**src/rtl/qsps_pkg.sv**
```systemverilog
// Shared types, character codes and the hex digit decoder for the query splitter.
`default_nettype none

package qsps_pkg;

  // Result kinds as seen on the output port
  typedef enum logic [1:0] {
    KIND_NAME    = 2'd0,
    KIND_VALUE   = 2'd1,
    KIND_DONE    = 2'd2,
    KIND_DISCARD = 2'd3
  } kind_e;

  // Percent-escape progress
  typedef enum logic [1:0] {
    ESC_NONE   = 2'd0,
    ESC_FIRST  = 2'd1,
    ESC_SECOND = 2'd2
  } esc_e;

  localparam logic [7:0] CH_PLUS  = 8'h2B;
  localparam logic [7:0] CH_PCT   = 8'h25;
  localparam logic [7:0] CH_AMP   = 8'h26;
  localparam logic [7:0] CH_EQ    = 8'h3D;
  localparam logic [7:0] CH_SPACE = 8'h20;

  localparam int unsigned CmdDepth = 4;
  localparam int unsigned CmdPtrW  = $clog2(CmdDepth);
  localparam int unsigned CmdCntW  = $clog2(CmdDepth + 1);

  // Work for the back end from one request: an optional decoded byte,
  // then an optional end or discard mark.
  typedef struct packed {
    logic        has_data;
    kind_e       data_kind;
    logic [7:0]  data_byte;
    logic        has_mark;
    kind_e       mark_kind;
  } cmd_t;

  // One result item
  typedef struct packed {
    kind_e       kind;
    logic [7:0]  data;
    logic        run_end;
  } res_t;

  // Returns {valid, nibble}; nibble is zero for a non-hex character
  function automatic logic [4:0] hex_digit(input logic [7:0] c);
    logic [4:0] r;
    r = 5'd0;
    if (c >= 8'h30 && c <= 8'h39) begin
      r = {1'b1, c[3:0]};
    end else if ((c >= 8'h61 && c <= 8'h66) || (c >= 8'h41 && c <= 8'h46)) begin
      r = {1'b1, c[3:0] + 4'd9};
    end
    return r;
  endfunction

endpackage

`default_nettype wire

```
**src/rtl/qsps_front.sv**
```systemverilog
// Front end: accepts query bytes, tracks name/value and escape state, builds commands.
`default_nettype none

module qsps_front (
  input  wire logic           clk_i,
  input  wire logic           rst_ni,
  input  wire logic           push_i,
  input  wire logic [7:0]     query_byte_i,
  input  wire logic           is_last_i,
  input  wire logic           cmd_full_i,
  output qsps_pkg::cmd_t      cmd_o,
  output logic                cmd_push_o
);

  logic                 in_value_q, in_value_d;
  qsps_pkg::esc_e       esc_q, esc_d;
  logic [3:0]           nib_q, nib_d;
  logic                 nib_valid_q, nib_valid_d;
  logic                 accept;
  logic [4:0]           hex;
  qsps_pkg::kind_e      seg_kind;

  assign accept   = push_i && !cmd_full_i;
  assign hex      = qsps_pkg::hex_digit(query_byte_i);
  assign seg_kind = in_value_q ? qsps_pkg::KIND_VALUE : qsps_pkg::KIND_NAME;

  // Classify the byte and work out the next parser state
  always_comb begin
    cmd_o       = '0;
    in_value_d  = in_value_q;
    esc_d       = esc_q;
    nib_d       = nib_q;
    nib_valid_d = nib_valid_q;
    if (query_byte_i == qsps_pkg::CH_AMP) begin
      esc_d           = qsps_pkg::ESC_NONE;
      in_value_d      = 1'b0;
      cmd_o.has_mark  = 1'b1;
      cmd_o.mark_kind = qsps_pkg::KIND_DONE;
    end else if (query_byte_i == qsps_pkg::CH_EQ && !in_value_q) begin
      esc_d           = qsps_pkg::ESC_NONE;
      in_value_d      = 1'b1;
      cmd_o.has_mark  = is_last_i;
      cmd_o.mark_kind = qsps_pkg::KIND_DISCARD;
    end else begin
      cmd_o.data_kind = seg_kind;
      case (esc_q)
        qsps_pkg::ESC_FIRST: begin
          nib_valid_d = hex[4];
          nib_d       = hex[3:0];
          esc_d       = qsps_pkg::ESC_SECOND;
        end
        qsps_pkg::ESC_SECOND: begin
          cmd_o.has_data = 1'b1;
          if (!nib_valid_q) begin
            cmd_o.data_byte = 8'd0;
          end else if (hex[4]) begin
            cmd_o.data_byte = {nib_q, hex[3:0]};
          end else begin
            cmd_o.data_byte = {4'd0, nib_q};
          end
          esc_d = qsps_pkg::ESC_NONE;
        end
        default: begin
          esc_d = qsps_pkg::ESC_NONE;
          if (query_byte_i == qsps_pkg::CH_PLUS) begin
            cmd_o.has_data  = 1'b1;
            cmd_o.data_byte = qsps_pkg::CH_SPACE;
          end else if (query_byte_i == qsps_pkg::CH_PCT) begin
            esc_d = qsps_pkg::ESC_FIRST;
          end else begin
            cmd_o.has_data  = 1'b1;
            cmd_o.data_byte = query_byte_i;
          end
        end
      endcase
      cmd_o.has_mark  = is_last_i;
      cmd_o.mark_kind = qsps_pkg::KIND_DONE;
    end
    // Final byte returns the parser to its idle state
    if (is_last_i) begin
      in_value_d  = 1'b0;
      esc_d       = qsps_pkg::ESC_NONE;
      nib_d       = 4'd0;
      nib_valid_d = 1'b0;
    end
  end

  assign cmd_push_o = accept && (cmd_o.has_data || cmd_o.has_mark);

  // Parser state
  always_ff @(posedge clk_i or negedge rst_ni) begin
    if (!rst_ni) begin
      in_value_q  <= 1'b0;
      esc_q       <= qsps_pkg::ESC_NONE;
      nib_q       <= 4'd0;
      nib_valid_q <= 1'b0;
    end else if (accept) begin
      in_value_q  <= in_value_d;
      esc_q       <= esc_d;
      nib_q       <= nib_d;
      nib_valid_q <= nib_valid_d;
    end
  end

endmodule

`default_nettype wire

```
**src/rtl/qsps_cmd_fifo.sv**
```systemverilog
// Short command queue between the front end and the back end.
`default_nettype none

module qsps_cmd_fifo (
  input  wire logic           clk_i,
  input  wire logic           rst_ni,
  input  wire logic           push_i,
  input  wire qsps_pkg::cmd_t cmd_i,
  output logic                full_o,
  input  wire logic           pop_i,
  output qsps_pkg::cmd_t      head_o,
  output logic                empty_o
);

  qsps_pkg::cmd_t                   mem_q [qsps_pkg::CmdDepth];
  logic [qsps_pkg::CmdPtrW-1:0]     wr_q, rd_q;
  logic [qsps_pkg::CmdCntW-1:0]     cnt_q;
  logic                             do_push, do_pop;

  assign full_o  = (cnt_q == qsps_pkg::CmdCntW'(qsps_pkg::CmdDepth));
  assign empty_o = (cnt_q == '0);
  assign do_push = push_i && !full_o;
  assign do_pop  = pop_i && !empty_o;
  assign head_o  = mem_q[rd_q];

  // Storage
  always_ff @(posedge clk_i) begin
    if (do_push) begin
      mem_q[wr_q] <= cmd_i;
    end
  end

  // Pointers and fill count
  always_ff @(posedge clk_i or negedge rst_ni) begin
    if (!rst_ni) begin
      wr_q  <= '0;
      rd_q  <= '0;
      cnt_q <= '0;
    end else begin
      if (do_push) wr_q <= wr_q + 1'b1;
      if (do_pop)  rd_q <= rd_q + 1'b1;
      if (do_push && !do_pop) begin
        cnt_q <= cnt_q + 1'b1;
      end else if (do_pop && !do_push) begin
        cnt_q <= cnt_q - 1'b1;
      end
    end
  end

endmodule

`default_nettype wire

```
**src/rtl/qsps_back.sv**
```systemverilog
// Back end: expands commands into result items and holds them in a two-entry output queue.
`default_nettype none

module qsps_back (
  input  wire logic           clk_i,
  input  wire logic           rst_ni,
  input  wire qsps_pkg::cmd_t cmd_i,
  input  wire logic           cmd_empty_i,
  output logic                cmd_pop_o,
  input  wire logic           pop_i,
  output logic                empty_o,
  output qsps_pkg::res_t      res_o
);

  logic                 sent_data_q, sent_data_d;
  qsps_pkg::res_t       buf_q [2];
  logic                 wr_q, rd_q;
  logic [1:0]           cnt_q;
  logic                 emit, last_part, do_pop;
  qsps_pkg::res_t       res_new;

  // Pick the next result of the head command
  always_comb begin
    res_new = '0;
    if (cmd_i.has_data && !sent_data_q) begin
      res_new.kind    = cmd_i.data_kind;
      res_new.data    = cmd_i.data_byte;
      res_new.run_end = !cmd_i.has_mark;
    end else begin
      res_new.kind    = cmd_i.mark_kind;
      res_new.run_end = 1'b1;
    end
  end

  assign emit        = !cmd_empty_i && (cnt_q != 2'd2);
  assign last_part   = res_new.run_end;
  assign cmd_pop_o   = emit && last_part;
  assign sent_data_d = cmd_pop_o ? 1'b0 : (emit ? 1'b1 : sent_data_q);

  assign empty_o = (cnt_q == 2'd0);
  assign do_pop  = pop_i && !empty_o;
  assign res_o   = buf_q[rd_q];

  // Output queue storage
  always_ff @(posedge clk_i) begin
    if (emit) begin
      buf_q[wr_q] <= res_new;
    end
  end

  // Expansion progress and output queue control
  always_ff @(posedge clk_i or negedge rst_ni) begin
    if (!rst_ni) begin
      sent_data_q <= 1'b0;
      wr_q        <= 1'b0;
      rd_q        <= 1'b0;
      cnt_q       <= 2'd0;
    end else begin
      sent_data_q <= sent_data_d;
      if (emit)   wr_q <= ~wr_q;
      if (do_pop) rd_q <= ~rd_q;
      if (emit && !do_pop) begin
        cnt_q <= cnt_q + 2'd1;
      end else if (do_pop && !emit) begin
        cnt_q <= cnt_q - 2'd1;
      end
    end
  end

endmodule

`default_nettype wire

```
**src/rtl/query_string_param_splitter_unit.sv**
```systemverilog
// Top level of the query string parameter splitter.
`default_nettype none

// Splits a URL query string, one raw byte per request, into name and value
// bytes with '+' and %XY decoding, followed by a parameter-complete mark on
// '&' or the last byte, or a discard mark when the query ends right after a
// name's '='. One byte is taken every clock cycle while full is low; each
// byte yields zero, one or two results, and the result side delivers at most
// one result per cycle, so the two results of a byte come out one after the
// other. A four-entry command queue between the parser front end and the
// result expander absorbs such bursts, and a two-entry output queue keeps
// the expander running while a result waits to be popped. A byte's command
// enters the command queue on the edge that accepts it; its first result is
// then registered into the output queue, which drives the ports, once it has room.
module query_string_param_splitter_unit (
  input  wire logic        clk_i,
  input  wire logic        rst_ni,
  input  wire logic        push,
  output logic             full,
  input  wire logic [7:0]  query_byte_i,
  input  wire logic        is_last_i,
  output logic             empty,
  input  wire logic        pop,
  output logic [1:0]       kind_o,
  output logic [7:0]       out_byte_o,
  output logic             run_end_o
);

  qsps_pkg::cmd_t  cmd_in, cmd_head;
  logic            cmd_push, cmd_full, cmd_pop, cmd_empty;
  qsps_pkg::res_t  res;

  qsps_front u_front (
    .clk_i        (clk_i),
    .rst_ni       (rst_ni),
    .push_i       (push),
    .query_byte_i (query_byte_i),
    .is_last_i    (is_last_i),
    .cmd_full_i   (cmd_full),
    .cmd_o        (cmd_in),
    .cmd_push_o   (cmd_push)
  );

  qsps_cmd_fifo u_cmd_fifo (
    .clk_i   (clk_i),
    .rst_ni  (rst_ni),
    .push_i  (cmd_push),
    .cmd_i   (cmd_in),
    .full_o  (cmd_full),
    .pop_i   (cmd_pop),
    .head_o  (cmd_head),
    .empty_o (cmd_empty)
  );

  qsps_back u_back (
    .clk_i       (clk_i),
    .rst_ni      (rst_ni),
    .cmd_i       (cmd_head),
    .cmd_empty_i (cmd_empty),
    .cmd_pop_o   (cmd_pop),
    .pop_i       (pop),
    .empty_o     (empty),
    .res_o       (res)
  );

  assign full       = cmd_full;
  assign kind_o     = res.kind;
  assign out_byte_o = res.data;
  assign run_end_o  = res.run_end;

endmodule

`default_nettype wire

```
**config.mk**
```make
export PLATFORM = sky130hd
export DESIGN_NAME = query_string_param_splitter_unit
export DESIGN_NICKNAME = d
export VERILOG_FILES = /design/src/rtl/qsps_pkg.sv /design/src/rtl/qsps_front.sv /design/src/rtl/qsps_cmd_fifo.sv /design/src/rtl/qsps_back.sv /design/src/rtl/query_string_param_splitter_unit.sv
export SDC_FILE = /design/constraint.sdc
export NUM_CORES = 1
export LEC_CHECK = 0
export BUFFER_PORTS_ARGS = -buffer_cell sky130_fd_sc_hd__buf_2
export CAP_MARGIN = 20
export CELL_PAD_IN_SITES_DETAIL_PLACEMENT = 1
export CELL_PAD_IN_SITES_GLOBAL_PLACEMENT = 1
export CORE_UTILIZATION = 55
export CTS_CLUSTER_SIZE = 12
export DETAILED_ROUTE_END_ITERATION = 6
export GPL_TIMING_DRIVEN = 0
export PLACE_DENSITY_LB_ADDON = 0.1
export SETUP_SLACK_MARGIN = 0.5
export SYNTH_ARGS = -nofsm -noshare
export SYNTH_HDL_FRONTEND = slang
export SYNTH_HIERARCHICAL = 1
export SYNTH_SLANG_ARGS = --single-unit
```
**constraint.sdc**
```tcl
create_clock -name clk_i -period 5.9 [get_ports clk_i]
set_input_delay 0.295 -clock clk_i [delete_from_list [all_inputs] [get_ports clk_i]]
set_output_delay 0.295 -clock clk_i [all_outputs]
set_load 0.03 [all_outputs]
```
After elaboration in Yosys (flattened, before gate mapping)
Memory sizes are Yosys's and may differ from the RTL's.
Cells that the tools add are included.
{"block": "op_classes", "reduce_logical": 37, "n_addsub": 7, "n_eq_ne": 10, "bitwise": 2, "magnitude_cmp": 6, "mux": 45, "div": 0, "shift": 0, "multipliers": 0}
{"operator": "$mux 8", "count": 5}
{"operator": "$eq 8x6->1 const B", "count": 4}
{"operator": "$mux 11", "count": 2}
{"operator": "$mux 1", "count": 20}
{"operator": "$ge 8x7->1 const B", "count": 2}
{"operator": "$le 8x7->1 const B", "count": 2}
{"operator": "$logic_and 1x1->1", "count": 16}
{"operator": "$mux 4", "count": 4}
{"operator": "$pmux 8 s2", "count": 1}
{"operator": "$mux 2", "count": 6}
{"operator": "$logic_not 1->1", "count": 10}
{"operator": "$mux 5", "count": 2}
{"operator": "$mux 3", "count": 3}
{"operator": "$ge 8x6->1 const B", "count": 1}
{"operator": "$le 8x6->1 const B", "count": 1}
{"operator": "$reduce_bool 2->1", "count": 4}
{"operator": "$add 2x1->2 const B", "count": 3}
{"operator": "$ne 2x2->1 const B", "count": 3}
{"operator": "$add 4x4->4 const B", "count": 1}
{"operator": "$pmux 2 s2", "count": 1}
{"operator": "$reduce_and 4->1", "count": 1}
{"operator": "$add 3x1->3 const B", "count": 1}
{"operator": "$eq 3x3->1 const B", "count": 1}
{"operator": "$logic_not 3->1", "count": 1}
{"operator": "other kinds (10)", "count": 12}
{"block": "word_totals", "word_cells": 120, "in_bits": 13, "n_memories": 2, "latch_bits": 0, "output_inout_bits": 13, "romBits": 0, "mem_bits_rw": 78, "reg_bits": 20}
{"name": "u_cmd_fifo.mem_q", "depth": 4, "width": 14, "rd": 1, "rd_ports_with_merged_regs": 0, "write_ports": 1, "line": "qsps_cmd_fifo.sv:15", "source": "qsps_pkg::cmd_t mem_q [qsps_pkg::CmdDepth];"}
{"name": "u_back.buf_q", "depth": 2, "width": 11, "rd": 1, "rd_ports_with_merged_regs": 0, "write_ports": 1, "line": "qsps_back.sv:16", "source": "qsps_pkg::res_t buf_q [2];"}

Logic depth before layout (Yosys ltp)
{"block": "depth", "word_depth": 17, "mapped_depth": 17, "depth_no_buf": 14}

By module
The synthesis kept the hierarchy.
{"mod": "qsps_cmd_fifo", "area_each_um2": 2462.4, "cells_per_inst": 109, "instances": 1, "seq_area_each_um2": 1856.8}
{"mod": "qsps_back", "area_each_um2": 1128.6, "cells_per_inst": 68, "instances": 1, "seq_area_each_um2": 785.8}
{"mod": "qsps_front", "area_each_um2": 968.4, "cells_per_inst": 128, "instances": 1, "seq_area_each_um2": 200.2}

Worst setup path after synthesis
Ideal clock, no wire load.
{"block": "synth_path", "kind": "input port to flip-flop", "from": "input query_byte_i[0]", "to": "register u_cmd_fifo/cnt_q[1] in the netlist's numbering", "arrival_ps": 2818, "path_buffers": 3, "required_time_ps": 5775, "path_slack_ps": 2957, "setup_time_ps": 125, "stages": 15, "path_cell_list": "buf_2 > inv_1 > ha_1 > nor3b_1 > o211a_1 > clkbuf_1 > inv_1 > o211ai_1 > a31oi_1 > nor2b_1 > buf_6 > ha_1 > inv_1 > fa_1 > mux2_2"}
{"block": "synth_between", "elab_chain_cells": 12, "elab_cells_between_ends": 19, "cone_classes": "eq/ne: 4; mux: 7; reduce/logical: 8"}
{"item": "start: declaration", "line": "query_string_param_splitter_unit.sv:20", "source": "input wire logic [7:0] query_byte_i,"}
{"item": "$eq 8x6->1", "line": "qsps_front.sv:68", "source": "end else if (query_byte_i == qsps_pkg::CH_PCT) begin"}
{"item": "$mux 1", "line": "qsps_front.sv:68"}
{"item": "$mux 1", "line": "qsps_front.sv:65", "source": "if (query_byte_i == qsps_pkg::CH_PLUS) begin"}
{"item": "$pmux 1 s2", "line": "qsps_front.sv:46", "source": "case (esc_q)"}
{"item": "$mux 11", "line": "qsps_front.sv:39", "source": "end else if (query_byte_i == qsps_pkg::CH_EQ && !in_value_q) begin"}
{"item": "$mux 11", "line": "qsps_front.sv:34", "source": "if (query_byte_i == qsps_pkg::CH_AMP) begin"}
{"item": "$logic_or 1x1->1 (*)", "line": "qsps_front.sv:88", "source": "assign cmd_push_o = accept && (cmd_o.has_data || cmd_o.has_mark);"}
{"item": "$logic_and 1x1->1 (*)", "line": "qsps_front.sv:88"}
{"item": "net cmd_push", "line": "query_string_param_splitter_unit.sv:30", "source": "logic cmd_push, cmd_full, cmd_pop, cmd_empty;"}
{"item": "$logic_and 1x1->1 (*)", "line": "qsps_cmd_fifo.sv:22", "source": "assign do_push = push_i && !full_o;"}
{"item": "net u_cmd_fifo.do_push", "line": "qsps_cmd_fifo.sv:18", "source": "logic do_push, do_pop;"}
{"item": "$logic_not 1->1", "line": "qsps_cmd_fifo.sv:44", "source": "end else if (do_pop && !do_push) begin"}
{"item": "$logic_and 1x1->1", "line": "qsps_cmd_fifo.sv:44"}
{"item": "$reduce_bool 2->1 (no source line)"}
{"item": "end signal: assignment", "line": "qsps_cmd_fifo.sv:43", "source": "cnt_q <= cnt_q + 1'b1;"}
{"item": "end signal: assignment", "line": "qsps_cmd_fifo.sv:45", "source": "cnt_q <= cnt_q - 1'b1;"}
{"item": "end: declaration", "line": "qsps_cmd_fifo.sv:17", "source": "logic [qsps_pkg::CmdCntW-1:0] cnt_q;"}
Mark *: on every way through the listed nets, which the timed path passes. The rest lies on a longest branch.
A chain may end at the register's enable or synchronous reset.

Worst setup path in the final report
Ends and elaborated chain as after synthesis.

==> results.sh <==
export IMPL_status="complete, no violations"
export IMPL_reg2reg_from="u_front/esc_q[0]"
export IMPL_start_util_pct=57.8
export IMPL_r2r_end="u_cmd_fifo/cnt_q[1]"
export IMPL_finalCritPeriodShare_pct=53.6
export IMPL_core_mm2=0.00789
export IMPL_critPathKind="in2reg"
export IMPL_cts_hold_buf=1
export IMPL_synth_edf_count=78
export IMPL_die_h_um=93.1
export IMPL_fin_worst_skew_ns=0.0130
export IMPL_gr_total_overflow=0
export IMPL_grt_antenna_before_repair=0
export IMPL_synth_fp_nets=332
export IMPL_drtAntennaViolNets=0
export IMPL_setup_worst_path_start="query_byte_i[0]"
export IMPL_wirelength_um=9190
export IMPL_rows=32
export IMPL_finalSetupTns_ns=0
export IMPL_die_w_um=93.1
export IMPL_vias=2634
export IMPL_area_delta_synth_final_pct=9.80
export IMPL_track_usage_pct=23.5
export IMPL_max_freq_ghz=0.316
export IMPL_ys_types=58
export IMPL_clk_latency_ns=0.36
export IMPL_first_pass_iters=4
export IMPL_critPathCapture="u_cmd_fifo/cnt_q[1]"
export IMPL_yosys_warnings=6
export IMPL_drv_slew=0
export IMPL_final_cell_mix="edfxtp_1 (78), buf_2 (28), dfrtp_1 (20)"
export IMPL_rsz0062_at_grt="false"
export IMPL_syn_area_mm2=0.00456
export IMPL_crit_required_ns=6.16
export IMPL_post_cts_buffers=0
export IMPL_die_area_mm2=0.00866
export IMPL_async_flop_share_pct=20.4
export IMPL_p_leak_uw=0.00186
export IMPL_syn_avg_cell_area_um2=14.9
export IMPL_n_fill_cell=748
export IMPL_reg2reg_depth=12
export IMPL_fin_crit_ns=3.16
export IMPL_root_buffer="clkbuf_8"
export IMPL_hold_ws_ns=0.196
export IMPL_io_buffers=25
export IMPL_placedCellCount=432
export IMPL_endpoint_kind="flip-flop"
export IMPL_drv_cap=0
export IMPL_hold_violations=0
export IMPL_diodes=0
export IMPL_gp_congestion=0.830
export IMPL_max_slew_margin_pct=38.9
export IMPL_clock_path_buffers=2
export IMPL_wl_per_cell_um=20.5
export IMPL_vias_per_cell=5.87
export IMPL_layout_cells_non_filler=449
export IMPL_finalNetCount=369
export IMPL_place_hpwl_um=6660
export IMPL_tightest_slew_ns=0.914
export IMPL_drt_iter0_markers=127
export IMPL_pin_count=26
export IMPL_crit_fanout=10
export IMPL_cts_tree="yes"
export IMPL_grt_max_degree=21
export IMPL_irDropWorstVdd_uv=264
export IMPL_cts_sinks=98
export IMPL_final_common_cell="edfxtp_1"
export IMPL_postCtsResizedCells=0
export IMPL_drive_above_1_share_pct=25.6
export IMPL_finalSetupViolations=0
export IMPL_power_density_mw_per_mm2=493
export IMPL_synth_seq_cells=98
export IMPL_ys_seq_area_share_pct=62.3
export IMPL_drc=0
export IMPL_ys_flop_type="edfxtp_1"
export IMPL_htreeDepth=3
export IMPL_clkTransAtPathRegs_ns=0.10
export IMPL_utilization_pct=63.5
export IMPL_postSynthCellCount=305
export IMPL_grt_pass1_wl_um=14800
export IMPL_cts_buffers=9
export IMPL_cp_start_kind="input pin"
export IMPL_hold_class="in2reg"
export IMPL_reg2reg_setup_slack_ns=2.79
export IMPL_first_global_vias=2746
export IMPL_cp_data_arrival_time_ns=3.42
==> worst min path at each step <==
stage,start,endpoint,depth (start not counted)
after floorplan,rst_ni,u_back/cnt_q[0],0
final,is_last_i,u_front/nib_valid_q,2
after CTS,is_last_i,u_front/nib_valid_q,2
after detailed placement,rst_ni,u_back/wr_q,1
after global placement,rst_ni,u_back/rd_q,1
after global routing,is_last_i,u_front/nib_valid_q,2
==> where the power goes <==
group | switching, uW | internal [uW]
Sequential | 89.8 | 1020
Combinational | 544 | 410
Clock | 243 | 162
Total | 877 | 1590
==> final cells by class <==
| class | count | area [um^2] | share of cell area (%) |
|---|---|---|---|
| clock buffer | 9 | 124 | 2.47 |
| sequential | 98 | 2840 | 56.8 |
| clock inverter | 7 | 60.1 | 1.20 |
| multi-input combinational | 178 | 1560 | 31.1 |
| timing repair buffer | 26 | 135 | 2.70 |
| inverter | 14 | 52.6 | 1.05 |
| tap | 102 | 128 | 2.55 |
| buffer | 15 | 108 | 2.15 |
==> sequential cells by signal, indices dropped and copies added (netlist names) <==
name / count
u_back/sent_data_q: 1
u_cmd_fifo/wr_q: 2
u_front/in_value_q: 1
u_back/buf_q: 22
u_back/rd_q: 1
u_back/wr_q: 1
u_cmd_fifo/rd_q: 2
u_front/esc_q: 2
u_cmd_fifo/cnt_q: 3
u_front/nib_valid_q: 1
u_cmd_fifo/mem_q: 56
u_front/nib_q: 4
u_back/cnt_q: 2
==> cell families (layout without fill, tap and decap cells) <==
kind of cell	Yosys count	after routing	synth area share (%)
AO/OA/AOI/OAI	51	51	7.96
XOR/XNOR	11	11	2.11
adder cells (fa/ha/maj)	14	14	4.01
buffers and inverters	29	71	3.51
flip-flops	98	98	62.3
multiplexers	31	31	11.3
other	2	2	0.165
AND/OR/NAND/NOR	69	69	8.64
==> metal layers <==
metal	global-route usage (%)	vias to the layer above	wire length (um)
met2	39.6	72	4810
met4	8.21	0	72
met3	4.15	6	365
met1	31.0	1333	3950
li1	-	1223	-
met5	0	-	0
==> critical path, cell delays in order <==
cell and delay (ns):
buf_2 0.11, buf_2 0.17, inv_1 0.11, ha_1 0.17, nor3b_1 0.32, o211a_1 0.26
clkbuf_1 0.39, inv_1 0.09, o211ai_1 0.13, a31oi_1 0.11, nor2b_1 0.14, buf_6 0.15
ha_1 0.22, inv_1 0.07, fa_1 0.42, mux2_2 0.27
==> cells in the mapped netlist, types with 3 or more instances <==
cell type  number  area share [%]
ha_1           13             3.6
inv_1          14             1.2
nand3_1         3            0.33
mux2_2         15             3.7
mux4_2         13             6.4
nor2b_1         4            0.55
edfxtp_1       78              51
clkbuf_1        4            0.33
dfrtp_1        20              11
xor2_1          5            0.96
nor3b_1         3            0.49
a21oi_1        14             1.5
o21ai_0         8            0.88
buf_2           3            0.33
buf_4           4            0.66
nand2_1        15             1.2
nor2_1         12            0.99
a22o_1          5            0.96
xnor2_1         6             1.2
and2_1         15             2.1
==> metrics by stage <==
step / total power [uW] / cell area (um^2) / worst slack [ns]
3_3_place_gp: 2020 / 4810 / 2.47
5_1_grt: 2610 / 5010 / 2.57
4_1_cts: 2500 / 5010 / 2.74
6_report: 2470 / 5010 / 2.74
2_1_floorplan: 1840 / 4560 / 2.96
3_5_place_dp: 2090 / 4810 / 2.40
Note: power is estimated with default switching activity, not from simulation.
